===== src/pss_pkg.sv =====
// Package with the shared types, constants and helpers of the pen stroke smoother.
package pss_pkg;

  // Field widths and fixed-point formats.
  localparam int unsigned PIX_W       = 16;
  localparam int unsigned COORD_W     = 24;
  localparam int unsigned WID_W       = 11;
  localparam int unsigned TIME_W      = 32;
  localparam int unsigned FRAC_BITS   = 8;
  localparam int unsigned CURVE_STEPS = 10;
  localparam int unsigned MAX_OUT     = 20;
  localparam int unsigned CNT_W       = 3;
  localparam int unsigned STORE_MAX   = 5;

  // Shared divider of the back part.
  localparam int unsigned DIV_W = COORD_W + WID_W;
  localparam int unsigned DVS_W = WID_W;

  localparam int unsigned STEP_W   = $clog2(CURVE_STEPS + 1);
  localparam int unsigned OUTCNT_W = $clog2(MAX_OUT + 1);

  // Width constants in Q1.10; the step limits are in Q0.8.
  localparam logic [WID_W-1:0] W_ONE      = 11'd1024;
  localparam logic [WID_W-1:0] W_ROOT     = 11'd410;
  localparam logic [WID_W-1:0] W_LIFT     = 11'd102;
  localparam logic [WID_W-1:0] W_FLOOR    = 11'd51;
  localparam logic [7:0]       STEP_EARLY = 8'd205;
  localparam logic [7:0]       STEP_LATE  = 8'd51;

  // Input selector codes.
  localparam logic [1:0] FUNC_SAMPLE = 2'd0;
  localparam logic [1:0] FUNC_PEN_UP = 2'd1;
  localparam logic [1:0] FUNC_START  = 2'd2;
  localparam logic [1:0] FUNC_RSVD   = 2'd3;

  // Configuration register indexes.
  localparam int unsigned CFG_IDX_W = 2;
  localparam logic [CFG_IDX_W-1:0] CFG_MIN_INTERVAL = 2'd0;
  localparam logic [CFG_IDX_W-1:0] CFG_MIN_DISTANCE = 2'd1;
  localparam logic [CFG_IDX_W-1:0] CFG_SPEED_CAP    = 2'd2;
  localparam logic [CFG_IDX_W-1:0] CFG_WIDTH_QUANT  = 2'd3;

  typedef struct packed {
    logic [1:0]        func;
    logic [PIX_W-1:0]  pen_x;
    logic [PIX_W-1:0]  pen_y;
    logic [TIME_W-1:0] time_ms;
  } pss_in_t;

  typedef struct packed {
    logic [COORD_W-1:0] out_x;
    logic [COORD_W-1:0] out_y;
    logic [WID_W-1:0]   out_width;
    logic               last_of_run;
  } pss_out_t;

  typedef struct packed {
    logic [15:0]      min_interval_ms;
    logic [7:0]       min_distance_px;
    logic [15:0]      speed_cap;
    logic [WID_W-1:0] width_quantum;
  } pss_cfg_t;

  typedef enum logic [1:0] {
    JOB_CLEAR,
    JOB_ROOT,
    JOB_DIFF,
    JOB_CURVE
  } pss_job_e;

  // One job for the back part. For a curve, tx/ty is the end point.
  typedef struct packed {
    pss_job_e           kind;
    logic [COORD_W-1:0] tx;
    logic [COORD_W-1:0] ty;
    logic [COORD_W-1:0] cx;
    logic [COORD_W-1:0] cy;
    logic [WID_W-1:0]   tw;
  } pss_job_t;

  // Status of the back part seen by the front part.
  typedef struct packed {
    logic             idle;
    logic [CNT_W-1:0] stored_count;
  } pss_bstat_t;

  typedef enum logic [3:0] {
    F_IDLE,
    F_CLASS,
    F_SQ1,
    F_SQ2,
    F_CHECK,
    F_SQRT,
    F_MUL,
    F_DIV,
    F_WIDTH
  } pss_fstate_e;

  typedef enum logic [3:0] {
    B_IDLE,
    B_BEZ_ACC,
    B_BEZ_DIV,
    B_WL_MUL,
    B_WL_DIV,
    B_D_START,
    B_D_NDIV,
    B_L_MUL,
    B_L_DIV,
    B_EMIT,
    B_FLUSH
  } pss_bstate_e;

  typedef enum logic [1:0] {
    RET_FIN,
    RET_SUB,
    RET_DIFF
  } pss_ret_e;

  // Saturate a wide coordinate to the output range.
  function automatic logic [COORD_W-1:0] sat_coord(input logic [47:0] v);
    logic [COORD_W-1:0] r;
    if (v > 48'({COORD_W{1'b1}})) begin
      r = '1;
    end else begin
      r = v[COORD_W-1:0];
    end
    return r;
  endfunction

endpackage


===== src/pss_fifo.sv =====
// Two-entry job queue between the front and back parts.
module pss_fifo (
  input  logic              clk_i,
  input  logic              rst_ni,
  input  logic              push_i,
  input  pss_pkg::pss_job_t job_i,
  input  logic              pop_i,
  output logic              empty_o,
  output pss_pkg::pss_job_t job_o
);
  import pss_pkg::*;

  pss_job_t   mem_q [2];
  logic       wr_ptr_q, rd_ptr_q;
  logic [1:0] cnt_q;
  logic       full;
  logic       do_push, do_pop;

  assign full    = (cnt_q == 2'd2);
  assign empty_o = (cnt_q == 2'd0);
  assign do_push = push_i && !full;
  assign do_pop  = pop_i && !empty_o;
  assign job_o   = mem_q[rd_ptr_q];

  // Pointers and fill count.
  always_ff @(posedge clk_i or negedge rst_ni) begin
    if (!rst_ni) begin
      wr_ptr_q <= 1'b0;
      rd_ptr_q <= 1'b0;
      cnt_q    <= 2'd0;
    end else begin
      if (do_push) wr_ptr_q <= !wr_ptr_q;
      if (do_pop) rd_ptr_q <= !rd_ptr_q;
      if (do_push && !do_pop) begin
        cnt_q <= cnt_q + 2'd1;
      end else if (do_pop && !do_push) begin
        cnt_q <= cnt_q - 2'd1;
      end
    end
  end

  // Entry storage.
  always_ff @(posedge clk_i) begin
    if (do_push) mem_q[wr_ptr_q] <= job_i;
  end

endmodule


===== config.mk =====
export PLATFORM = sky130hd
export DESIGN_NAME = pss_fifo
export DESIGN_NICKNAME = d
export VERILOG_FILES = /design/src/pss_pkg.sv /design/src/pss_fifo.sv
export SDC_FILE = /design/constraint.sdc
export NUM_CORES = 1
export LEC_CHECK = 0
export BUFFER_PORTS_ARGS = -buffer_cell sky130_fd_sc_hd__buf_2
export CAP_MARGIN = 0
export CELL_PAD_IN_SITES_DETAIL_PLACEMENT = 0
export CELL_PAD_IN_SITES_GLOBAL_PLACEMENT = 1
export CORE_MARGIN = 2
export CORE_UTILIZATION = 47
export DETAILED_ROUTE_END_ITERATION = 8
export PLACE_DENSITY = 0.82
export SYNTH_ARGS = -nofsm -noshare
export SYNTH_HDL_FRONTEND = slang
export SYNTH_SLANG_ARGS = --single-unit

===== constraint.sdc =====
create_clock -name clk_i -period 11.5 [get_ports clk_i]
set_input_delay 1.15 -clock clk_i [delete_from_list [all_inputs] [get_ports clk_i]]
set_output_delay 1.15 -clock clk_i [all_outputs]
set_load 0.02 [all_outputs]

==> results.yml <==
drt:
  vias_per_cell: 4.98
  wl_per_cell_um: 17.8
  drtAntennaViolNets: 0
  vias: 4153
  drc: 0
  first_pass_iters: 4
  drt-total-wl_um: 14900
  drt_iter0_markers: 204
critical_path:
  crit_end: "job_o[34]"
  r2r_start: "rd_ptr_q$_DFFE_PN0P_"
  cp.depth: 3
  crit_buf_inv: 2
  crit_path_end_kind: "output port"
  rrSetupSlack_ps: 9610
  cp-start-kind: "flip-flop"
  r2r_cells: 2
  reg2reg_to: "rd_ptr_q$_DFFE_PN0P_"
  cp.required_ps: 10350
  path_delay_family: "flip-flops"
  path_class: "flip-flop to output port"
  cp_max_fo: 56
  cp_slowest_stage_delay_ps: 900
  path_cells: "buf_4 -> mux2_2 -> buf_2"
  worstSetupStartpoint: "rd_ptr_q$_DFFE_PN0P_"
  slowest_stage: "dfrtp_4"
  critical_path_arrival_ps: 2730
grt:
  grt_pass1_wl_um: 22300
  grt_max_degree: 59
  grt_usage: 0.157
  grt_pass1_vias: 4335
  antenna_found_initial: 0
  grt_overflow: 0
power:
  p_per_area_nw_per_um2: 271
  ir_drop_mv: 0.189
  leakage_nw: 3.82
synthesis:
  synth_cells: 358
  yosysSeqAreaShare: 0.821
  synth_area_per_cell_um2: 22.6
  synth-warning-count: 0
  syn_nets: 472
  ys_ff_latch: 222
  ys_types: 12
  syn-cell-area_um2: 8100
sta:
  whs_ps: 456
  skew_ps: 8.82
  fin_tns_setup_ps: 0
  tightest_slew_ps: 786
  hold_viol: 0
  period_share: 0.337
  slew_viol_final: 0
  maxSlewHeadroom: 0.476
  timing.fmax_mhz: 258
  finalCriticalPeriod_ps: 3880
  setup_viol: 0
  rsz0062_at_grt: "false"
layout:
  fin_nets: 712
  nFillCells: 1253
  multi_input_area_um2: 1330
  seqCellArea_um2: 6650
  drive_gt1_frac: 0.611
  finish.utilization: 0.610
  antenna_cells: 0
  final_common_cell: "buf_2"
  layout_common_cells: "buf_2 (222), edfxtp_1 (218), mux2_2 (109), clkbuf_16 (23)"
  area_delta_synth_final_pct: 25.7
  finalNonFillerCells: 834
floorplanning:
  core_um2: 16700
  num_rows: 47
  io_pins: 223
  start_util: 0.485
  die_h_um: 135
  die-area_um2: 18300
  die_x_um: 135
min_path:
  worstHoldPathType: "primary input to async pin"
placement:
  io_buffers: 222
  place_hpwl_um: 9800
  dp_cells: 793
  gp_congestion: 0.730
clocking:
  cts.sinks: 222
  clk_pin_slew_ps: 60
  cts_resized: 0
  cts_tree: "yes"
  post-cts-setup-buffers: 0
  ctsHoldBuffers: 0
  clockRootBuffer: "clkbuf_16"
  clk_path_buf_depth: 3
  htreeDepth: 1
  clkLatencyLatePin_ps: 490
  cts_buffers: 23
outcome:
  status: "finished, final reports clean"
run:
  cap_violations: 0
-- stage by stage --
stage	power, W	area [um^2]	worst slack, ps
final	0.00276	10200	7620
after global routing	0.00289	10200	7470
after detailed placement	0.00205	9410	8070
after CTS	0.00280	10200	7550
after floorplan	0.00183	8100	5160
after global placement	0.00203	9410	8090
-- routing by layer --
layer  vias to the layer above  wire length [um]  GRT usage
met5                         -                 0          0
met2                       173              7410      0.272
met1                      2057              5880      0.192
met3                        21              1320     0.0531
met4                         0               254     0.0324
li1                       1902                 -          -
-- Yosys cell counts --
library cell | n | area share
edfxtp_1 | 218 | 0.81
mux2_2 | 109 | 0.15
buf_6 | 11 | 0.015
dfrtp_1 | 4 | 0.012
nor2_1 | 4 | 0.0019
xnor2_1 | 4 | 0.0043
inv_1 | 3 | 0.0014
buf_2 | 1 | 0.00062
ha_1 | 1 | 0.0015
o21ai_0 | 1 | 0.00062
o21ai_2 | 1 | 0.0011
xor2_1 | 1 | 0.0011
-- how the worst min path moves through the flow --
| stage | start | endpoint | cells after the start |
|---|---|---|---|
| 2_1_floorplan | wr_ptr_q$_DFFE_PN0P_ | wr_ptr_q$_DFFE_PN0P_ | 1 |
| 3_3_place_gp | wr_ptr_q$_DFFE_PN0P_ | wr_ptr_q$_DFFE_PN0P_ | 1 |
| 3_5_place_dp | wr_ptr_q$_DFFE_PN0P_ | wr_ptr_q$_DFFE_PN0P_ | 1 |
| 4_1_cts | rst_ni | rd_ptr_q$_DFFE_PN0P_ | 1 |
| 5_1_grt | rst_ni | rd_ptr_q$_DFFE_PN0P_ | 1 |
| 6_report | rst_ni | rd_ptr_q$_DFFE_PN0P_ | 1 |
-- cells by family after synthesis --
group / synth area share
flip-flops: 0.821
AND/OR/NAND/NOR: 0.00185
multiplexers: 0.152
adder cells (fa/ha/maj): 0.00154
buffers and inverters: 0.0173
XOR/XNOR: 0.00541
AO/OA/AOI/OAI: 0.00170
-- power breakdown --
group | switching [W] | internal [W]
Combinational | 0.000503 | 0.000329
Sequential | 0.0000787 | 0.00111
Clock | 0.000284 | 0.000455
-- registers in the layout (all words and copies together), names as in the netlist --
signal    count
mem_q       218
wr_ptr_q      1
rd_ptr_q      1
cnt_q         2
-- final cells by class --
| type | count | area share |
|---|---|---|
| sequential | 222 | 0.653 |
| multi-input combinational | 121 | 0.130 |
| timing repair buffer | 227 | 0.113 |
| clock buffer | 24 | 0.0569 |
| tap | 220 | 0.0270 |
| clock inverter | 17 | 0.0184 |
| inverter | 3 | 0.00111 |
Power figures use the tool's default switching activity.
