<file path="src/pss_pkg.sv">
// Package with the shared types, constants and helpers of the pen stroke smoother.
package pss_pkg;

  // Field widths and fixed-point formats.
  localparam int unsigned PIX_W       = 16;
  localparam int unsigned COORD_W     = 24;
  localparam int unsigned WID_W       = 11;
  localparam int unsigned TIME_W      = 32;
  localparam int unsigned FRAC_BITS   = 8;
  localparam int unsigned CURVE_STEPS = 10;
  localparam int unsigned MAX_OUT     = 20;
  localparam int unsigned CNT_W       = 3;
  localparam int unsigned STORE_MAX   = 5;

  // Shared divider of the back part.
  localparam int unsigned DIV_W = COORD_W + WID_W;
  localparam int unsigned DVS_W = WID_W;

  localparam int unsigned STEP_W   = $clog2(CURVE_STEPS + 1);
  localparam int unsigned OUTCNT_W = $clog2(MAX_OUT + 1);

  // Width constants in Q1.10; the step limits are in Q0.8.
  localparam logic [WID_W-1:0] W_ONE      = 11'd1024;
  localparam logic [WID_W-1:0] W_ROOT     = 11'd410;
  localparam logic [WID_W-1:0] W_LIFT     = 11'd102;
  localparam logic [WID_W-1:0] W_FLOOR    = 11'd51;
  localparam logic [7:0]       STEP_EARLY = 8'd205;
  localparam logic [7:0]       STEP_LATE  = 8'd51;

  // Input selector codes.
  localparam logic [1:0] FUNC_SAMPLE = 2'd0;
  localparam logic [1:0] FUNC_PEN_UP = 2'd1;
  localparam logic [1:0] FUNC_START  = 2'd2;
  localparam logic [1:0] FUNC_RSVD   = 2'd3;

  // Configuration register indexes.
  localparam int unsigned CFG_IDX_W = 2;
  localparam logic [CFG_IDX_W-1:0] CFG_MIN_INTERVAL = 2'd0;
  localparam logic [CFG_IDX_W-1:0] CFG_MIN_DISTANCE = 2'd1;
  localparam logic [CFG_IDX_W-1:0] CFG_SPEED_CAP    = 2'd2;
  localparam logic [CFG_IDX_W-1:0] CFG_WIDTH_QUANT  = 2'd3;

  typedef struct packed {
    logic [1:0]        func;
    logic [PIX_W-1:0]  pen_x;
    logic [PIX_W-1:0]  pen_y;
    logic [TIME_W-1:0] time_ms;
  } pss_in_t;

  typedef struct packed {
    logic [COORD_W-1:0] out_x;
    logic [COORD_W-1:0] out_y;
    logic [WID_W-1:0]   out_width;
    logic               last_of_run;
  } pss_out_t;

  typedef struct packed {
    logic [15:0]      min_interval_ms;
    logic [7:0]       min_distance_px;
    logic [15:0]      speed_cap;
    logic [WID_W-1:0] width_quantum;
  } pss_cfg_t;

  typedef enum logic [1:0] {
    JOB_CLEAR,
    JOB_ROOT,
    JOB_DIFF,
    JOB_CURVE
  } pss_job_e;

  // One job for the back part. For a curve, tx/ty is the end point.
  typedef struct packed {
    pss_job_e           kind;
    logic [COORD_W-1:0] tx;
    logic [COORD_W-1:0] ty;
    logic [COORD_W-1:0] cx;
    logic [COORD_W-1:0] cy;
    logic [WID_W-1:0]   tw;
  } pss_job_t;

  // Status of the back part seen by the front part.
  typedef struct packed {
    logic             idle;
    logic [CNT_W-1:0] stored_count;
  } pss_bstat_t;

  typedef enum logic [3:0] {
    F_IDLE,
    F_CLASS,
    F_SQ1,
    F_SQ2,
    F_CHECK,
    F_SQRT,
    F_MUL,
    F_DIV,
    F_WIDTH
  } pss_fstate_e;

  typedef enum logic [3:0] {
    B_IDLE,
    B_BEZ_ACC,
    B_BEZ_DIV,
    B_WL_MUL,
    B_WL_DIV,
    B_D_START,
    B_D_NDIV,
    B_L_MUL,
    B_L_DIV,
    B_EMIT,
    B_FLUSH
  } pss_bstate_e;

  typedef enum logic [1:0] {
    RET_FIN,
    RET_SUB,
    RET_DIFF
  } pss_ret_e;

  // Saturate a wide coordinate to the output range.
  function automatic logic [COORD_W-1:0] sat_coord(input logic [47:0] v);
    logic [COORD_W-1:0] r;
    if (v > 48'({COORD_W{1'b1}})) begin
      r = '1;
    end else begin
      r = v[COORD_W-1:0];
    end
    return r;
  endfunction

endpackage

</file>
<file path="src/pss_front.sv">
// Front part: accepts requests, filters samples and computes the new ink width.
module pss_front (
  input  logic                clk_i,
  input  logic                rst_ni,
  input  logic                in_valid_i,
  output logic                in_stall_o,
  input  pss_pkg::pss_in_t    in_data_i,
  input  pss_pkg::pss_cfg_t   cfg_i,
  input  pss_pkg::pss_bstat_t bstat_i,
  input  logic                fifo_empty_i,
  output logic                push_o,
  output pss_pkg::pss_job_t   job_o
);
  import pss_pkg::*;

  localparam int unsigned D8_W  = 25;
  localparam int unsigned SQ_W  = 33;
  localparam int unsigned SV_W  = 49;
  localparam int unsigned DD_W  = D8_W + 10;
  localparam int unsigned DVS_F = 48;

  pss_fstate_e         state_q, state_d;
  pss_in_t             item_q, item_d;
  logic [PIX_W-1:0]    prev_x_q, prev_x_d, prev_y_q, prev_y_d;
  logic [TIME_W-1:0]   prev_t_q, prev_t_d;
  logic [WID_W-1:0]    prev_w_q, prev_w_d;
  logic [TIME_W-1:0]   dt_q, dt_d;
  logic [PIX_W-1:0]    dx_q, dx_d, dy_q, dy_d;
  logic [SQ_W-1:0]     sq_q, sq_d;
  logic [SV_W-1:0]     sv_q, sv_d, sr_q, sr_d, sbit_q, sbit_d;
  logic [D8_W-1:0]     d8_q, d8_d;
  logic [DVS_F-1:0]    dvs_q, dvs_d;
  logic [DVS_F-1:0]    rem_q, rem_d;
  logic [DD_W-1:0]     quo_q, quo_d;
  logic [5:0]          dcnt_q, dcnt_d;

  logic                accept;
  logic [SV_W-1:0]     s_trial;
  logic [DVS_F:0]      d_trial;
  logic                d_ge;
  logic [15:0]         cap_eff;
  logic [WID_W-1:0]    ratio, w0, w1, w2;
  logic [D8_W+7:0]     lim_full;
  logic [D8_W-1:0]     lim;
  logic [WID_W:0]      avg_sum;
  logic [WID_W-1:0]    w_new;
  logic [7:0]          step;
  logic [COORD_W-1:0]  px_q, py_q, mx, my, ex, ey;

  assign accept     = in_valid_i && !in_stall_o;
  assign in_stall_o = !(state_q == F_IDLE && bstat_i.idle && fifo_empty_i);

  // Shared arithmetic of the iterative steps.
  assign s_trial = sr_q + sbit_q;
  assign d_trial = {rem_q, quo_q[DD_W-1]};
  assign d_ge    = d_trial >= {1'b0, dvs_q};
  assign cap_eff = (cfg_i.speed_cap == 16'd0) ? 16'd1 : cfg_i.speed_cap;

  // Coordinates of the targets built from the sample history.
  assign px_q = sat_coord(48'(item_q.pen_x) << FRAC_BITS);
  assign py_q = sat_coord(48'(item_q.pen_y) << FRAC_BITS);
  assign mx   = sat_coord(((48'(prev_x_q) + 48'(item_q.pen_x) + 48'd1) << FRAC_BITS) >> 1);
  assign my   = sat_coord(((48'(prev_y_q) + 48'(item_q.pen_y) + 48'd1) << FRAC_BITS) >> 1);
  assign ex   = COORD_W'(((48'(prev_x_q) + 48'(item_q.pen_x)) << FRAC_BITS) >> 1);
  assign ey   = COORD_W'(((48'(prev_y_q) + 48'(item_q.pen_y)) << FRAC_BITS) >> 1);

  // Width from the speed ratio, limited in change and averaged.
  always_comb begin
    ratio = (quo_q > DD_W'(W_ONE)) ? W_ONE : quo_q[WID_W-1:0];
    w0    = W_ONE - ratio;
    w1    = (w0 < W_FLOOR) ? W_FLOOR : w0;
    step  = (bstat_i.stored_count > CNT_W'(STORE_MAX - 1)) ? STEP_LATE : STEP_EARLY;
    lim_full = (D8_W+8)'(d8_q) * (D8_W+8)'(step);
    lim   = lim_full[D8_W+7:8];
    w2    = w1;
    if (w1 > prev_w_q && D8_W'(w1 - prev_w_q) > lim) begin
      w2 = prev_w_q + lim[WID_W-1:0];
    end else if (w1 < prev_w_q && D8_W'(prev_w_q - w1) > lim) begin
      w2 = prev_w_q - lim[WID_W-1:0];
    end
    avg_sum = (WID_W+1)'(w2) + (WID_W+1)'(prev_w_q);
    w_new   = avg_sum[WID_W:1];
  end

  // Next state and job generation.
  always_comb begin
    state_d  = state_q;
    item_d   = item_q;
    prev_x_d = prev_x_q;
    prev_y_d = prev_y_q;
    prev_t_d = prev_t_q;
    prev_w_d = prev_w_q;
    dt_d     = dt_q;
    dx_d     = dx_q;
    dy_d     = dy_q;
    sq_d     = sq_q;
    sv_d     = sv_q;
    sr_d     = sr_q;
    sbit_d   = sbit_q;
    d8_d     = d8_q;
    dvs_d    = dvs_q;
    rem_d    = rem_q;
    quo_d    = quo_q;
    dcnt_d   = dcnt_q;
    push_o   = 1'b0;
    job_o    = '{kind: JOB_CLEAR, tx: px_q, ty: py_q, cx: '0, cy: '0, tw: W_LIFT};

    unique case (state_q)
      F_IDLE: begin
        if (accept) begin
          item_d  = in_data_i;
          state_d = F_CLASS;
        end
      end
      F_CLASS: begin
        state_d = F_IDLE;
        dt_d = item_q.time_ms - prev_t_q;
        dx_d = (item_q.pen_x >= prev_x_q) ? item_q.pen_x - prev_x_q : prev_x_q - item_q.pen_x;
        dy_d = (item_q.pen_y >= prev_y_q) ? item_q.pen_y - prev_y_q : prev_y_q - item_q.pen_y;
        priority if (item_q.func == FUNC_START) begin
          push_o   = 1'b1;
          prev_x_d = '0;
          prev_y_d = '0;
          prev_t_d = '0;
          prev_w_d = '0;
        end else if (item_q.func == FUNC_RSVD) begin
          state_d = F_IDLE;
        end else if (item_q.func == FUNC_PEN_UP) begin
          if (bstat_i.stored_count != '0) begin
            push_o     = 1'b1;
            job_o.kind = JOB_DIFF;
          end
        end else if (bstat_i.stored_count == '0) begin
          push_o     = 1'b1;
          job_o.kind = JOB_ROOT;
          job_o.tw   = W_ROOT;
          prev_x_d   = item_q.pen_x;
          prev_y_d   = item_q.pen_y;
          prev_t_d   = item_q.time_ms;
          prev_w_d   = W_ROOT;
        end else begin
          state_d = F_SQ1;
        end
      end
      F_SQ1: begin
        sq_d    = SQ_W'(32'(dx_q) * 32'(dx_q));
        state_d = F_SQ2;
      end
      F_SQ2: begin
        sq_d    = sq_q + SQ_W'(32'(dy_q) * 32'(dy_q));
        state_d = F_CHECK;
      end
      F_CHECK: begin
        if (dt_q < TIME_W'(cfg_i.min_interval_ms) ||
            sq_q < SQ_W'(16'(cfg_i.min_distance_px) * 16'(cfg_i.min_distance_px))) begin
          state_d = F_IDLE;
        end else begin
          sv_d    = SV_W'(sq_q) << 16;
          sr_d    = '0;
          sbit_d  = SV_W'(1) << (SV_W - 1);
          state_d = F_SQRT;
        end
      end
      F_SQRT: begin
        // One result bit of the integer square root per cycle.
        if (sv_q >= s_trial) begin
          sv_d = sv_q - s_trial;
          sr_d = (sr_q >> 1) + sbit_q;
        end else begin
          sr_d = sr_q >> 1;
        end
        sbit_d = sbit_q >> 2;
        if (sbit_q == SV_W'(1)) state_d = F_MUL;
      end
      F_MUL: begin
        d8_d  = sr_q[D8_W-1:0];
        dvs_d = DVS_F'(dt_q) * DVS_F'(cap_eff);
        rem_d = '0;
        if (dt_q == '0) begin
          quo_d   = (sr_q[D8_W-1:0] != '0) ? DD_W'(W_ONE) : '0;
          state_d = F_WIDTH;
        end else begin
          quo_d   = {sr_q[D8_W-1:0], 10'd0};
          dcnt_d  = 6'(DD_W - 1);
          state_d = F_DIV;
        end
      end
      F_DIV: begin
        // Restoring division, one quotient bit per cycle.
        rem_d = d_ge ? DVS_F'(d_trial - {1'b0, dvs_q}) : DVS_F'(d_trial);
        quo_d = {quo_q[DD_W-2:0], d_ge};
        dcnt_d = dcnt_q - 6'd1;
        if (dcnt_q == '0) state_d = F_WIDTH;
      end
      F_WIDTH: begin
        push_o = 1'b1;
        job_o.tw = w_new;
        if (bstat_i.stored_count == CNT_W'(1)) begin
          job_o.kind = JOB_DIFF;
          job_o.tx   = mx;
          job_o.ty   = my;
        end else begin
          job_o.kind = JOB_CURVE;
          job_o.tx   = ex;
          job_o.ty   = ey;
          job_o.cx   = COORD_W'(32'(prev_x_q) << FRAC_BITS);
          job_o.cy   = COORD_W'(32'(prev_y_q) << FRAC_BITS);
        end
        prev_x_d = item_q.pen_x;
        prev_y_d = item_q.pen_y;
        prev_t_d = item_q.time_ms;
        prev_w_d = w_new;
        state_d  = F_IDLE;
      end
      default: state_d = F_IDLE;
    endcase
  end

  // Control state and sample history.
  always_ff @(posedge clk_i or negedge rst_ni) begin
    if (!rst_ni) begin
      state_q  <= F_IDLE;
      prev_x_q <= '0;
      prev_y_q <= '0;
      prev_t_q <= '0;
      prev_w_q <= '0;
      dcnt_q   <= '0;
    end else begin
      state_q  <= state_d;
      prev_x_q <= prev_x_d;
      prev_y_q <= prev_y_d;
      prev_t_q <= prev_t_d;
      prev_w_q <= prev_w_d;
      dcnt_q   <= dcnt_d;
    end
  end

  // Working registers.
  always_ff @(posedge clk_i) begin
    item_q <= item_d;
    dt_q   <= dt_d;
    dx_q   <= dx_d;
    dy_q   <= dy_d;
    sq_q   <= sq_d;
    sv_q   <= sv_d;
    sr_q   <= sr_d;
    sbit_q <= sbit_d;
    d8_q   <= d8_d;
    dvs_q  <= dvs_d;
    rem_q  <= rem_d;
    quo_q  <= quo_d;
  end

endmodule

</file>
<file path="config.mk">
export PLATFORM = sky130hd
export DESIGN_NAME = pss_front
export DESIGN_NICKNAME = d
export VERILOG_FILES = /design/src/pss_pkg.sv /design/src/pss_front.sv
export SDC_FILE = /design/constraint.sdc
export NUM_CORES = 2
export LEC_CHECK = 0
export BUFFER_PORTS_ARGS = -buffer_cell sky130_fd_sc_hd__buf_2
export CORE_MARGIN = 4
export CORE_UTILIZATION = 47
export CTS_CLUSTER_DIAMETER = 100
export DETAILED_ROUTE_END_ITERATION = 7
export GPL_TIMING_DRIVEN = 1
export PLACE_DENSITY = 0.61
export SYNTH_ARGS = -nofsm -noshare
export SYNTH_HDL_FRONTEND = slang
export SYNTH_SLANG_ARGS = --single-unit
export TNS_END_PERCENT = 10
</file>
<file path="constraint.sdc">
create_clock -name clk_i -period 24.4 [get_ports clk_i]
set_input_delay 1.22 -clock clk_i [delete_from_list [all_inputs] [get_ports clk_i]]
set_output_delay 1.22 -clock clk_i [all_outputs]
set_load 0.02 [all_outputs]
</file>
==> metrics <==
run status completed; Worst Tran Pin Value 1.21 ns; Min Hold Slack 0.478 ns; area of the multi-input gates 54500 um2; critical path arrival 13.27 ns; Tcrit/Tclk final 59.4%; setup slack of the most critical reg-to-reg path 11.79 ns; commonest cells in the netlist 1444 x sky130_fd_sc_hd__inv_1, 929 x sky130_fd_sc_hd__fa_1, 884 x sky130_fd_sc_hd__nand2_1; post-route design area 81600 um2; clock root buffer sky130_fd_sc_hd__clkbuf_16; global placement routability congestion 0.912; number of vias per cell 5.49; TritonCTS clock tree built; post-synthesis area per instance 9.06 um2; Die Outline Area 169000 um2; crit-path max FO 14; die outline width 411 um; Cells after Synth 8437; number of iterations in the first detailed-routing pass 6; clock network latency to the later pin of the worst-skew pair 0.68 ns; library cell occupying the most area in the post-synthesis netlist sky130_fd_sc_hd__fa_1; share of synthesized registers carrying an async set or reset 16.1%; Top Family by Delay on Critical Path compound AO/OA/AOI/OAI gates; total negative setup slack 0 ns; layout overhead on the synthesized area 6.77%; sequential area share after synthesis 20.1%; Starting Density 47.5%; cts bufs inserted 67; die span in y 411 um; remaining antenna violation count after routing 0; H-tree levels 3; overall track demand over capacity in global routing 24.0%; data required time at the worst endpoint 23.18 ns; drt total wl 201000 um; wire length of the first global-routing pass 327000 um; buffers added on ports 208; clock period minus worst slack 14.49 ns; Post-CTS Setup Inserts 0; count of endpoints failing hold in the final timing report 0; summed instance area of the synthesized netlist 76500 um2; Slew Limit Fails 0; placeable core area 161000 um2; Worst Path Buf+Inv 1; total number of vias 58.6k; dominant synthesized flop cell sky130_fd_sc_hd__edfxtp_1; remaining design rule violation count 0; CTS-repair resized insts 0; cts hold-fix bufs 0; Critical-path top delay cell sky130_fd_sc_hd__a21oi_1; cell with the most instances on the worst path sky130_fd_sc_hd__a21o_1; final-stage net count 10.3k; library cells used by synthesis 94; pin count of the biggest net entering global routing 111; area share of the largest cell type after synthesis 24.3%; fraction of final layout cells with drive strength greater than 1 5.74%; most repeated cell in the gate-level netlist after synthesis sky130_fd_sc_hd__inv_1; largest buffer count on any clock path 3; unrepaired setup endpoints after global routing false; fmax 69.0 MHz; vias in the first global route 60.9k; Cell Rows 147; count of boundary I/O pins 236; worst rel slew slack 19.0%; CTS clk-pin slew, worst paths 0.06 ns; final count of negative-setup-slack endpoints 0; post-route clock skew 0.0333 ns; startpoint-to-endpoint class of the critical path flop to output pin; HPWL Detailed 159000 um; number of enable flip-flop cells after synthesis 442; count of clock tree sinks 527; CP max stage delay 0.85 ns; GR Overflow Total 0; filler instances 15.2k; wire per inst 18.8 um; max cap viols 0; number of storage elements in the synthesis netlist 527; initial DRC count 3656; initial antenna violation count 9; sequential cell area 15400 um2; leading post-synthesis cells by cell area sky130_fd_sc_hd__fa_1 24%, sky130_fd_sc_hd__edfxtp_1 17%, sky130_fd_sc_hd__ha_1 14%; kind of path behind the tightest hold check flop to flop; Startpoint Class flop; number of warnings issued by yosys 0; type of destination of the critical path output pin; Cell Area, Placed 79400 um2
## metal layers
metal	vias up	share of wire, %	track usage (%)	wire (um)
li1	27800	-	-	-
met1	28900	45	33.4	91200
met2	1592	46	39.3	92500
met3	281	6.3	3.90	12600
met4	2	2.4	5.94	4800
met5	-	0.0065	0	13
## cell usage in the layout, fill, tap and decap left out, types with 16 or more instances in the layout
cell type,n
sky130_fd_sc_hd__a211oi_1,53
sky130_fd_sc_hd__a21boi_0,18
sky130_fd_sc_hd__a21o_1,201
sky130_fd_sc_hd__a21oi_1,399
sky130_fd_sc_hd__a22oi_1,16
sky130_fd_sc_hd__a31o_2,34
sky130_fd_sc_hd__a31oi_1,82
sky130_fd_sc_hd__and2_1,308
sky130_fd_sc_hd__and3_1,48
sky130_fd_sc_hd__buf_2,207
sky130_fd_sc_hd__buf_4,48
sky130_fd_sc_hd__clkbuf_16,68
sky130_fd_sc_hd__conb_1,18
sky130_fd_sc_hd__dfrtp_1,85
sky130_fd_sc_hd__edfxtp_1,442
sky130_fd_sc_hd__fa_1,929
sky130_fd_sc_hd__ha_1,837
sky130_fd_sc_hd__inv_1,1441
sky130_fd_sc_hd__mux2i_1,47
sky130_fd_sc_hd__nand2_1,881
sky130_fd_sc_hd__nand2b_1,80
sky130_fd_sc_hd__nand3_1,147
sky130_fd_sc_hd__nand4_1,52
sky130_fd_sc_hd__nor2_1,459
sky130_fd_sc_hd__nor2b_1,68
sky130_fd_sc_hd__nor3_1,129
sky130_fd_sc_hd__nor4_1,48
sky130_fd_sc_hd__o211ai_1,18
sky130_fd_sc_hd__o21a_1,61
sky130_fd_sc_hd__o21ai_0,394
sky130_fd_sc_hd__o21bai_1,55
sky130_fd_sc_hd__o22ai_1,22
sky130_fd_sc_hd__o31ai_1,30
sky130_fd_sc_hd__or2_2,35
sky130_fd_sc_hd__or3_1,43
sky130_fd_sc_hd__xnor2_1,235
sky130_fd_sc_hd__xor2_1,174
## sequential cells by signal, summed over array words and instances, names as in the netlist, 32 cells and up
name      count
prev_t_q     32
sq_q         33
sv_q         49
quo_q        35
rem_q        48
dvs_q        48
sr_q         49
item_q       66
dt_q         32
## worst min-delay path, delay by kind of cell, from the launching register on
kind / cells / cell delay [ns]
flops: 1 / 0.35
simple gates: 2 / 0.10
## cells by family (layout without fill, tap and decap cells)
group | count (synthesis) | after routing | share of synthesized area, %
fa+ha+maj | 1766 | 1766 | 38.0
buf+inv | 1766 | 1825 | 8.82
xor+xnor | 409 | 409 | 4.68
simple gates | 2367 | 2367 | 14.7
flops | 527 | 527 | 20.1
compound gates | 1539 | 1539 | 12.8
mux | 61 | 61 | 0.821
other cells | 2 | 24 | 0.00982
## cell type report
class	instances	share of cell area, %
Antenna cell	6	0.0184
Clock buffer	79	2.16
Clock inverter	44	0.541
Inverter	1447	6.66
Multi-Input combinational cell	6160	66.7
Sequential cell	527	18.9
Tap cell	2160	3.31
Timing Repair Buffer	255	1.71
## metrics by stage
stage	std cells	utilization (%)	setup slack, ns
floorplan	8453	-	12.66
global placement	10500	49.3	10.63
detailed placement	10500	49.3	10.56
CTS	10700	50.7	9.73
global route	10700	50.7	9.21
finish	10700	50.7	9.91
## worst paths after layout
check	startpoint	to	cells past startpoint
max in group asynchronous	rst_ni	prev_t_q[12]	2
worst min register to register	prev_t_q[0]	prev_t_q[0]	2
worst max register to register	quo_q[30]	prev_w_q[9]	42
worst min-delay path	prev_t_q[0]	prev_t_q[0]	2
min in group asynchronous	rst_ni	prev_x_q[6]	1
worst max-delay path	quo_q[30]	job_o[9]	42
Power is left out: the tool's default activity adds up to more than one toggle a clock period on the data nets, which glitch-free logic cannot reach.
